**config.mk**
```make
export PLATFORM = sky130hd
export DESIGN_NAME = unique_ordered_list_flat
export DESIGN_NICKNAME = d
export VERILOG_FILES = /design/src/uol_pkg.sv /design/src/uol_req_if.sv /design/src/uol_rsp_if.sv /design/src/unique_ordered_list.sv /design/src/uol_ctrl.sv /design/src/uol_dp.sv /design/src/flat_wrapper.sv
export SDC_FILE = /design/constraint.sdc
export NUM_CORES = 2
export LEC_CHECK = 0
export BUFFER_PORTS_ARGS = -buffer_cell sky130_fd_sc_hd__buf_2
export CAP_MARGIN = 5
export CORE_ASPECT_RATIO = 1.1
export CORE_UTILIZATION = 55
export DETAILED_ROUTE_END_ITERATION = 8
export GPL_ROUTABILITY_DRIVEN = 1
export PLACE_DENSITY = 0.71
export REMOVE_ABC_BUFFERS = 1
export SETUP_SLACK_MARGIN = 0.3
export SLEW_MARGIN = 10
export SYNTH_ARGS = -nofsm -noshare
export SYNTH_HDL_FRONTEND = slang
export SYNTH_HIERARCHICAL = 1
export SYNTH_SLANG_ARGS = --single-unit
```
**constraint.sdc**
```tcl
create_clock -name clk_i -period 8.1 [get_ports clk_i]
set_input_delay 1.62 -clock clk_i [delete_from_list [all_inputs] [get_ports clk_i]]
set_output_delay 1.62 -clock clk_i [all_outputs]
set_load 0.05 [all_outputs]
```
**src/uol_pkg.sv**
```systemverilog
// Package for the unique ordered list block.
// Holds sizes, opcode and status codes, and the controller command struct.
// No dependencies.
package uol_pkg;

  // List geometry.
  localparam int CAPACITY   = 16;
  localparam int DATA_WIDTH = 32;
  localparam int IDX_W      = $clog2(CAPACITY);
  localparam int CNT_W      = $clog2(CAPACITY + 1);

  // Fixed field widths of the request and response beats.
  localparam int OP_W     = 3;
  localparam int VALUE_W  = 32;
  localparam int POS_W    = 5;
  localparam int STATUS_W = 2;
  localparam int COUNT_W  = 5;

  // Width used to compare a position against the fill count.
  localparam int CMP_W = (POS_W > CNT_W) ? POS_W : CNT_W;

  typedef enum logic [OP_W-1:0] {
    OP_APPEND       = 3'd0,
    OP_INSERT_AT    = 3'd1,
    OP_REMOVE_VALUE = 3'd2,
    OP_REMOVE_AT    = 3'd3,
    OP_POP_BACK     = 3'd4,
    OP_CONTAINS     = 3'd5,
    OP_READ_AT      = 3'd6,
    OP_CLEAR        = 3'd7
  } uol_op_e;

  typedef enum logic [STATUS_W-1:0] {
    ST_OK   = 2'd0,
    ST_DUP  = 2'd1,
    ST_FULL = 2'd2,
    ST_MISS = 2'd3
  } uol_status_e;

  // Commands from the controller to the datapath.
  typedef struct packed {
    logic load;  // capture the request beat
    logic exec;  // carry out the captured request and load the result
  } uol_cmd_t;

endpackage

```
**src/uol_req_if.sv**
```systemverilog
// Request channel of the unique ordered list: valid/ready plus payload.
// Depends on uol_pkg for the field widths and the opcode type.
interface uol_req_if;
  logic                          valid;
  logic                          ready;
  uol_pkg::uol_op_e              opcode;
  logic [uol_pkg::VALUE_W-1:0]   value;
  logic [uol_pkg::POS_W-1:0]     position;

  modport source (output valid, output opcode, output value, output position, input ready);
  modport sink   (input valid, input opcode, input value, input position, output ready);
endinterface

```
**src/uol_rsp_if.sv**
```systemverilog
// Response channel of the unique ordered list: valid/ready plus payload.
// Depends on uol_pkg for the field widths and the status type.
interface uol_rsp_if;
  logic                          valid;
  logic                          ready;
  logic                          ok;
  uol_pkg::uol_status_e          status;
  logic [uol_pkg::VALUE_W-1:0]   value_out;
  logic [uol_pkg::COUNT_W-1:0]   count;

  modport source (output valid, output ok, output status, output value_out, output count,
                  input ready);
  modport sink   (input valid, input ok, input status, input value_out, input count,
                  output ready);
endinterface

```
**src/unique_ordered_list.sv**
```systemverilog
// Top level of the unique ordered list block.
// Depends on uol_pkg, uol_req_if, uol_rsp_if, uol_ctrl and uol_dp.
//
// The block keeps an ordered list of up to CAPACITY distinct values.
// Requests arrive on req_i (opcode, value, position) as valid/ready beats;
// every request gives exactly one response beat on rsp_o (ok, status,
// value_out, count).
//
// Timing: a request beat is captured into the request registers; then, once
// the result register is free, the whole list is matched against the value
// in parallel, the entries shift by one place where needed, and the result
// register is loaded together with the response valid flag. A new request
// is taken only after the previous one has been executed. The execute cycle
// is the limit: it holds the match, the shift and the result update.
//
// Only one request is in flight. A request can be accepted while the
// previous response still waits; if the receiver stalls, the captured
// request waits in its registers until the result register is free, and
// the request channel stays closed meanwhile.
//
// Reset empties the list, clears the response valid flag and returns the
// controller to idle. The stored words are not cleared; entries beyond the count never reach a response.
module unique_ordered_list (
  input  logic       clk_i,
  input  logic       rst_ni,
  uol_req_if.sink    req_i,
  uol_rsp_if.source  rsp_o
);
  import uol_pkg::*;

  uol_cmd_t cmd;

  uol_ctrl u_ctrl (
    .clk_i       (clk_i),
    .rst_ni      (rst_ni),
    .req_valid_i (req_i.valid),
    .req_ready_o (req_i.ready),
    .rsp_valid_o (rsp_o.valid),
    .rsp_ready_i (rsp_o.ready),
    .cmd_o       (cmd)
  );

  uol_dp u_dp (
    .clk_i       (clk_i),
    .rst_ni      (rst_ni),
    .cmd_i       (cmd),
    .opcode_i    (req_i.opcode),
    .value_i     (req_i.value),
    .position_i  (req_i.position),
    .ok_o        (rsp_o.ok),
    .status_o    (rsp_o.status),
    .value_out_o (rsp_o.value_out),
    .count_o     (rsp_o.count)
  );

  // Only one request is worked on at a time.
  a_one_in_flight: assert property (@(posedge clk_i) disable iff (!rst_ni)
    (req_i.valid && req_i.ready) |=> !req_i.ready)
    else $error("request accepted while another is in flight");

  // With the result slot empty, a response follows the request directly.
  a_prompt_result: assert property (@(posedge clk_i) disable iff (!rst_ni)
    (req_i.valid && req_i.ready && !rsp_o.valid) |=> ##1 rsp_o.valid)
    else $error("response late although the result slot was free");

  // The list never holds more than its capacity.
  a_count_bound: assert property (@(posedge clk_i) disable iff (!rst_ni)
    rsp_o.valid |-> (rsp_o.count <= COUNT_W'(CAPACITY)))
    else $error("count beyond capacity");

  // The ok flag and the status code agree.
  a_ok_status: assert property (@(posedge clk_i) disable iff (!rst_ni)
    rsp_o.valid |-> (rsp_o.ok == (rsp_o.status == ST_OK)))
    else $error("ok flag and status disagree");

  // A failed request returns no data.
  a_fail_zero: assert property (@(posedge clk_i) disable iff (!rst_ni)
    (rsp_o.valid && !rsp_o.ok) |-> (rsp_o.value_out == '0))
    else $error("failed request returned data");

endmodule

```
**src/uol_ctrl.sv**
```systemverilog
// Controller of the unique ordered list: request/execute sequencing and
// the response valid flag. Depends on uol_pkg for the command struct.
module uol_ctrl (
  input  logic              clk_i,
  input  logic              rst_ni,
  input  logic              req_valid_i,
  output logic              req_ready_o,
  output logic              rsp_valid_o,
  input  logic              rsp_ready_i,
  output uol_pkg::uol_cmd_t cmd_o
);
  import uol_pkg::*;

  typedef enum logic [1:0] {
    S_IDLE = 2'b01,
    S_EXEC = 2'b10
  } uol_state_e;

  uol_state_e state_q, state_d;
  logic       rsp_valid_q, rsp_valid_d;
  logic       slot_free;

  // The result register can take a new beat when empty or being drained.
  assign slot_free = !rsp_valid_q || rsp_ready_i;

  always_comb begin
    state_d     = state_q;
    rsp_valid_d = rsp_valid_q && !rsp_ready_i;
    req_ready_o = 1'b0;
    cmd_o       = '0;
    unique case (state_q)
      S_IDLE: begin
        req_ready_o = 1'b1;
        if (req_valid_i) begin
          cmd_o.load = 1'b1;
          state_d    = S_EXEC;
        end
      end
      S_EXEC: begin
        if (slot_free) begin
          cmd_o.exec  = 1'b1;
          rsp_valid_d = 1'b1;
          state_d     = S_IDLE;
        end
      end
      default: begin
        state_d = S_IDLE;
      end
    endcase
  end

  always_ff @(posedge clk_i or negedge rst_ni) begin
    if (!rst_ni) begin
      state_q     <= S_IDLE;
      rsp_valid_q <= 1'b0;
    end else begin
      state_q     <= state_d;
      rsp_valid_q <= rsp_valid_d;
    end
  end

  assign rsp_valid_o = rsp_valid_q;

endmodule

```
**src/uol_dp.sv**
```systemverilog
// Datapath of the unique ordered list: request registers, entry registers
// with parallel match and one-place shift, fill count and result registers.
// Depends on uol_pkg for sizes, codes and the command struct.
module uol_dp (
  input  logic                        clk_i,
  input  logic                        rst_ni,
  input  uol_pkg::uol_cmd_t           cmd_i,
  input  uol_pkg::uol_op_e            opcode_i,
  input  logic [uol_pkg::VALUE_W-1:0] value_i,
  input  logic [uol_pkg::POS_W-1:0]   position_i,
  output logic                        ok_o,
  output uol_pkg::uol_status_e        status_o,
  output logic [uol_pkg::VALUE_W-1:0] value_out_o,
  output logic [uol_pkg::COUNT_W-1:0] count_o
);
  import uol_pkg::*;

  uol_op_e                op_q;
  logic [DATA_WIDTH-1:0]  val_q;
  logic [POS_W-1:0]       pos_q;
  logic [DATA_WIDTH-1:0]  entry_q [CAPACITY];
  logic [DATA_WIDTH-1:0]  entry_d [CAPACITY];
  logic [CNT_W-1:0]       cnt_q, cnt_d;
  logic                   ok_q, ok_d;
  uol_status_e            status_q, status_d;
  logic [DATA_WIDTH-1:0]  vout_q, vout_d;

  logic [CAPACITY-1:0]    match;
  logic                   hit;
  logic [IDX_W-1:0]       hit_idx;
  logic [CMP_W-1:0]       pos_ext, cnt_ext, ins_ext;
  logic [IDX_W-1:0]       ins_idx, rd_idx;
  logic [DATA_WIDTH-1:0]  rd_data;
  logic                   full, do_ins, do_rem;

  // Compare every live entry against the request value at once.
  always_comb begin
    match = '0;
    for (int i = 0; i < CAPACITY; i++) begin
      match[i] = (CNT_W'(i) < cnt_q) && (entry_q[i] == val_q);
    end
  end

  always_comb begin
    hit_idx = '0;
    for (int i = CAPACITY - 1; i >= 0; i--) begin
      if (match[i]) begin
        hit_idx = IDX_W'(i);
      end
    end
  end

  assign hit     = |match;
  assign pos_ext = CMP_W'(pos_q);
  assign cnt_ext = CMP_W'(cnt_q);
  assign full    = (cnt_q == CNT_W'(CAPACITY));
  assign ins_ext = (op_q == OP_APPEND) ? cnt_ext : pos_ext;
  assign ins_idx = IDX_W'(ins_ext);

  // One read port serves read-at and all three kinds of removal.
  always_comb begin
    case (op_q)
      OP_REMOVE_VALUE: rd_idx = hit_idx;
      OP_POP_BACK:     rd_idx = IDX_W'(cnt_q - 1'b1);
      default:         rd_idx = IDX_W'(pos_q);
    endcase
  end

  assign rd_data = entry_q[rd_idx];

  always_comb begin
    do_ins   = 1'b0;
    do_rem   = 1'b0;
    ok_d     = 1'b0;
    status_d = ST_MISS;
    vout_d   = '0;
    cnt_d    = cnt_q;
    unique case (op_q)
      OP_APPEND, OP_INSERT_AT: begin
        if (hit) begin
          status_d = ST_DUP;
        end else if (full) begin
          status_d = ST_FULL;
        end else if (ins_ext <= cnt_ext) begin
          do_ins   = 1'b1;
          ok_d     = 1'b1;
          status_d = ST_OK;
          cnt_d    = cnt_q + 1'b1;
        end
      end
      OP_REMOVE_VALUE: begin
        if (hit) begin
          do_rem   = 1'b1;
          ok_d     = 1'b1;
          status_d = ST_OK;
          vout_d   = rd_data;
          cnt_d    = cnt_q - 1'b1;
        end
      end
      OP_REMOVE_AT: begin
        if (pos_ext < cnt_ext) begin
          do_rem   = 1'b1;
          ok_d     = 1'b1;
          status_d = ST_OK;
          vout_d   = rd_data;
          cnt_d    = cnt_q - 1'b1;
        end
      end
      OP_POP_BACK: begin
        if (cnt_q != '0) begin
          do_rem   = 1'b1;
          ok_d     = 1'b1;
          status_d = ST_OK;
          vout_d   = rd_data;
          cnt_d    = cnt_q - 1'b1;
        end
      end
      OP_CONTAINS: begin
        if (hit) begin
          ok_d     = 1'b1;
          status_d = ST_OK;
        end
      end
      OP_READ_AT: begin
        if (pos_ext < cnt_ext) begin
          ok_d     = 1'b1;
          status_d = ST_OK;
          vout_d   = rd_data;
        end
      end
      OP_CLEAR: begin
        ok_d     = 1'b1;
        status_d = ST_OK;
        cnt_d    = '0;
      end
      default: begin
        status_d = ST_MISS;
      end
    endcase
  end

  // Insert moves entries at and above the slot up one place; removal moves
  // entries above the slot down one place. Each entry looks only at its
  // two neighbors.
  always_comb begin
    for (int i = 0; i < CAPACITY; i++) begin
      entry_d[i] = entry_q[i];
      if (do_ins) begin
        if (IDX_W'(i) > ins_idx) begin
          entry_d[i] = entry_q[(i == 0) ? 0 : i - 1];
        end else if (IDX_W'(i) == ins_idx) begin
          entry_d[i] = val_q;
        end
      end else if (do_rem && (IDX_W'(i) >= rd_idx)) begin
        entry_d[i] = entry_q[(i == CAPACITY - 1) ? i : i + 1];
      end
    end
  end

  always_ff @(posedge clk_i) begin
    if (cmd_i.load) begin
      op_q  <= opcode_i;
      val_q <= DATA_WIDTH'(value_i);
      pos_q <= position_i;
    end
    if (cmd_i.exec) begin
      entry_q  <= entry_d;
      ok_q     <= ok_d;
      status_q <= status_d;
      vout_q   <= vout_d;
    end
  end

  always_ff @(posedge clk_i or negedge rst_ni) begin
    if (!rst_ni) begin
      cnt_q <= '0;
    end else if (cmd_i.exec) begin
      cnt_q <= cnt_d;
    end
  end

  // The count changes only on execute, which waits for a free result slot,
  // so it stays stable while a result beat is pending.
  assign ok_o        = ok_q;
  assign status_o    = status_q;
  assign value_out_o = VALUE_W'(vout_q);
  assign count_o     = COUNT_W'(cnt_q);

endmodule

```
**src/flat_wrapper.sv**
```systemverilog
// flat-port wrapper written by rule: the top's interface ports become plain ports
module unique_ordered_list_flat import uol_pkg::*;
  (clk_i, rst_ni, req_i_valid, req_i_opcode, req_i_value, req_i_position, req_i_ready, rsp_o_valid, rsp_o_ok, rsp_o_status, rsp_o_value_out, rsp_o_count, rsp_o_ready);
  uol_req_if req_i_i ();
  uol_rsp_if rsp_o_i ();
  input  logic clk_i;
  input  logic rst_ni;
  input wire logic [$bits(req_i_i.valid)-1:0] req_i_valid;
  input wire logic [$bits(req_i_i.opcode)-1:0] req_i_opcode;
  input wire logic [$bits(req_i_i.value)-1:0] req_i_value;
  input wire logic [$bits(req_i_i.position)-1:0] req_i_position;
  output wire logic [$bits(req_i_i.ready)-1:0] req_i_ready;
  output wire logic [$bits(rsp_o_i.valid)-1:0] rsp_o_valid;
  output wire logic [$bits(rsp_o_i.ok)-1:0] rsp_o_ok;
  output wire logic [$bits(rsp_o_i.status)-1:0] rsp_o_status;
  output wire logic [$bits(rsp_o_i.value_out)-1:0] rsp_o_value_out;
  output wire logic [$bits(rsp_o_i.count)-1:0] rsp_o_count;
  input wire logic [$bits(rsp_o_i.ready)-1:0] rsp_o_ready;
  assign req_i_i.valid = req_i_valid;
  assign req_i_i.opcode = req_i_opcode;
  assign req_i_i.value = req_i_value;
  assign req_i_i.position = req_i_position;
  assign req_i_ready = req_i_i.ready;
  assign rsp_o_valid = rsp_o_i.valid;
  assign rsp_o_ok = rsp_o_i.ok;
  assign rsp_o_status = rsp_o_i.status;
  assign rsp_o_value_out = rsp_o_i.value_out;
  assign rsp_o_count = rsp_o_i.count;
  assign rsp_o_i.ready = rsp_o_ready;
  unique_ordered_list u_core (.clk_i(clk_i), .rst_ni(rst_ni), .req_i(req_i_i), .rsp_o(rsp_o_i));
endmodule
```
==> results.tsv <==
stage	metric	value	unit
critical_path	critical path data required time	8340	ps
place	Placed Cells incl. Taps	4893	
critical_path	critical path type	reg2reg	
power	total power	10600	uW
yosys	Synth Area per Inst	10.09	um^2
place	instance area at placement	42470	um^2
timing	crit share post-route	84.08	%
place	GP Congestion	1.064	
yosys	Seq/Total Area, Yosys	43.24	%
clock_tree	cts hold-fix bufs	0	
timing	final setup vio count	0	
final_layout	commonest non-fill, non-tap cell in the layout	mux2i_1	
yosys	post-synthesis mux area share	17.75	%
detailed_routing	DRC viols	0	
detailed_routing	drt first pass iters	7	
global_route	largest net degree at the start of global routing	229	
global_route	first-pass GRT wire length	249.2	mm
detailed_routing	Vias	35570	
timing	post-layout min period	6810	ps
critical_path	Crit path buffers/inverters	2	
clock_tree	CTS HTree Levels	3	
yosys	Compound-Gate Fraction of Synth Area	9.845	%
detailed_routing	initial drt markers	5968	
place	DPL Wire Length	131.1	mm
timing	Fin. Hold Viols	0	
place	I/O Buffers	85	
yosys	async set-reset flop share out of synthesis	1.345	%
clock_tree	CTS tree	done	
final_layout	post-route design area	44640	um^2
yosys	post-synthesis register bit count	595	
timing	RSZ-0062 raised after global routing	false	
timing	Worst Tran Pin Value	1287	ps
yosys	post-synthesis adder-cell area fraction	0.3642	%
critical_path	Worst Path Arrival	7050	ps
power	leakage	0.01747	uW
power	Cell Pwr Density	237.4	nW/um^2
die	core area	73650	um^2
detailed_routing	DR WL met2	77.87	mm
detailed_routing	Met3 Wirelength	22.64	mm
yosys	Yosys warnings	6	
die	Die Height	289.2	um
yosys	Post-synth EDFFs	587	
detailed_routing	Final ANT Viol Nets	0	
die	Initial Util	55.98	%
yosys	post-synth top area cell	edfxtp_1	
yosys	Mapped Area	41230	um^2
die	io pins	86	
flow_run	# Max-Cap Violations	0	
die	Std-Cell Rows	104	
critical_path	CP cell instances	buf_4, xor2_1, nor4_1, nand2_1, nor4_1, nor4_1, buf_4, nand4_1, or4_4, or2_2, a21oi_4	
critical_path	Max stage delay on crit path	1090	ps
detailed_routing	top layer in use	met4	
clock_tree	CTS Root Cell	clkbuf_16	
final_layout	layout cells sized above 1	11.15	%
min_path	min-delay worst type	reg2reg	
detailed_routing	routed length on met1	65.57	mm
critical_path	CP Launch Type	register	
detailed_routing	vias per cell	7.087	
detailed_routing	routed wire length	180.3	mm
yosys	Synth Area in Simple Gates	13.31	%
critical_path	Max Fanout on Critical Path	92	
die	die area	76060	um^2
global_route	All-Layer GR Usage	46.31	%
detailed_routing	drt wl/cell	35.92	um
final_layout	Layout Cells excl Fill	5019	
power	Max VDD drop	0.0002307	V
clock_tree	worst skew pair latency	640	ps
final_layout	P&R area growth vs syn	8.267	%
clock_tree	Clock Path Buffers	3	
timing	Slew headroom	14.20	%
critical_path	Worst Setup End Kind	register	
clock_tree	total CTS buffers	69	
timing	Final Max Tran Viols	0	
global_route	vias in the first global route	32510	
yosys	Mapped Cells	4087	
clock_tree	post_cts resized	0	
critical_path	cell mode on critical path	nor4_1	
clock_tree	clock sinks	595	
yosys	Netlist cell types	80	
clock_tree	post-CTS setup buffer count	0	
timing	Setup TNS	0	ps
critical_path	Slowest-stage cell, CP	edfxtp_1	
status	status	completed	
final_layout	most frequent cells in the layout	mux2i_1 (658), nand2_1 (622), edfxtp_1 (587), o21ai_0 (468), xor2_1 (262)	
yosys	largest cells by area after synthesis	edfxtp_1 (43%), mux2i_1 (16%), nand2_1 (5.7%), o21ai_0 (5.7%), xor2_1 (5.6%)	
timing	clk_skew	27.85	ps
yosys	area share of the largest cell type after synthesis	42.75	%
yosys	top_reg_cell synth	edfxtp_1	
timing	FMAX	146.8	MHz
clock_tree	clock-pin slew on the worst setup and hold paths	60	ps
yosys	main combinational cell family by area after synthesis	multiplexers	
yosys	XOR/XNOR Fraction of Synth Area	10.96	%
critical_path	CP delay by family, top	simple AND/OR/NAND/NOR gates	
die	Die Wd	263.1	um
global_route	initial antenna violation count	2	
final_layout	nets@finish	4066	
global_route	total gr overflow	0	
## state kept, by name (all words and copies together) (netlist names)
name and count:
u_core/u_dp/ok_o 1, u_core/u_ctrl/state_q 2, u_core/u_ctrl/rsp_valid_o 1, u_core/u_dp/op_q 3
u_core/u_dp/pos_ext 5, u_core/u_dp/count_o 5, u_core/u_dp/val_q 32, u_core/u_dp/entry_q 512
u_core/u_dp/status_o 2, u_core/u_dp/value_out_o 32
## kinds of logic (layout without fill, tap and decap cells)
logic type	after synthesis	count (layout)
other	0	4
buffers and inverters	384	358
multiplexers	722	722
AND/OR/NAND/NOR	1143	1143
AO/OA/AOI/OAI	715	715
flip-flops	595	595
adder cells (fa/ha/maj)	12	12
XOR/XNOR	516	516
## layout make-up
class                      instances  area [um^2]
inverter                          18        67.56
sequential                       595        17830
tap                              954         1194
fill                            6318        29010
timing repair buffer             218         1499
clock buffer                      82         1817
clock inverter                    40        340.3
antenna                            4        10.01
multi-input combinational       3108        21880
## cells in the mapped netlist, drive strengths merged (4+ instances only)
cell	instances
a21o	7
o22ai	32
ha	12
dfrtp	7
o221ai	4
a21oi	53
nor2	96
a31oi	33
nor4b	9
xor2	262
and3	37
a21boi	5
or2	7
a211oi	42
mux2	62
nand2	627
edfxtp	587
nor3	32
o21a	4
inv	17
nand2b	12
nand3	29
a22o	30
clkbuf	176
a22oi	5
xnor2	254
and2	5
a2111oi	5
mux2i	659
nand4b	10
or4	10
o21ai	472
nor2b	6
nand4	103
buf	190
nor4	141
or3	4
## worst reg2reg max path, cell delays in order, from the launching register on
cell	delay [ps]
edfxtp_1	1090
buf_4	370
xor2_1	530
nor4_1	100
nand2_1	120
nor4_1	80
nor4_1	690
buf_4	280
nand4_1	530
or4_4	1040
or2_2	540
a21oi_4	970
## path summary, 6_finish.rpt
check,start,end,slack (ps),depth (start not counted)
worst max-delay path,u_core/u_dp/val_q[5],u_core/u_dp/entry_q[357],1290,11
worst min-delay path,u_core/u_ctrl/rsp_valid_o,u_core/u_ctrl/rsp_valid_o,570,2
worst max register to register,u_core/u_dp/val_q[5],u_core/u_dp/entry_q[357],1290,11
worst min register to register,u_core/u_ctrl/rsp_valid_o,u_core/u_ctrl/rsp_valid_o,570,2
max in group asynchronous,rst_ni,u_core/u_ctrl/state_q[0],7020,1
min in group asynchronous,rst_ni,u_core/u_dp/count_o[3],820,1
## power breakdown
| part | total, uW | internal [uW] | switching [uW] |
|---|---|---|---|
| combinational | 3650 | 1120 | 2530 |
| clock | 3110 | 1710 | 1400 |
| sequential | 3830 | 3670 | 163 |
| total | 10600 | 6510 | 4090 |
## per-layer routing
layer	global-route usage, %	vias up
met2	70.56	2759
met1	59.25	17430
met5	0	-
met3	11.34	595
met4	29.77	0
li1	-	14790
## stage by stage
stage          hold slack, ps  worst slack, ps  util, %
6_report                568.9             1290    60.61
5_1_grt                 633.5             1228    60.59
4_1_cts                 569.1             1615    60.59
3_5_place_dp            554.9             1650    57.67
3_3_place_gp            533.6             1589    57.67
2_1_floorplan           526.5           -18240        -
(Power assumes the default switching activity.)
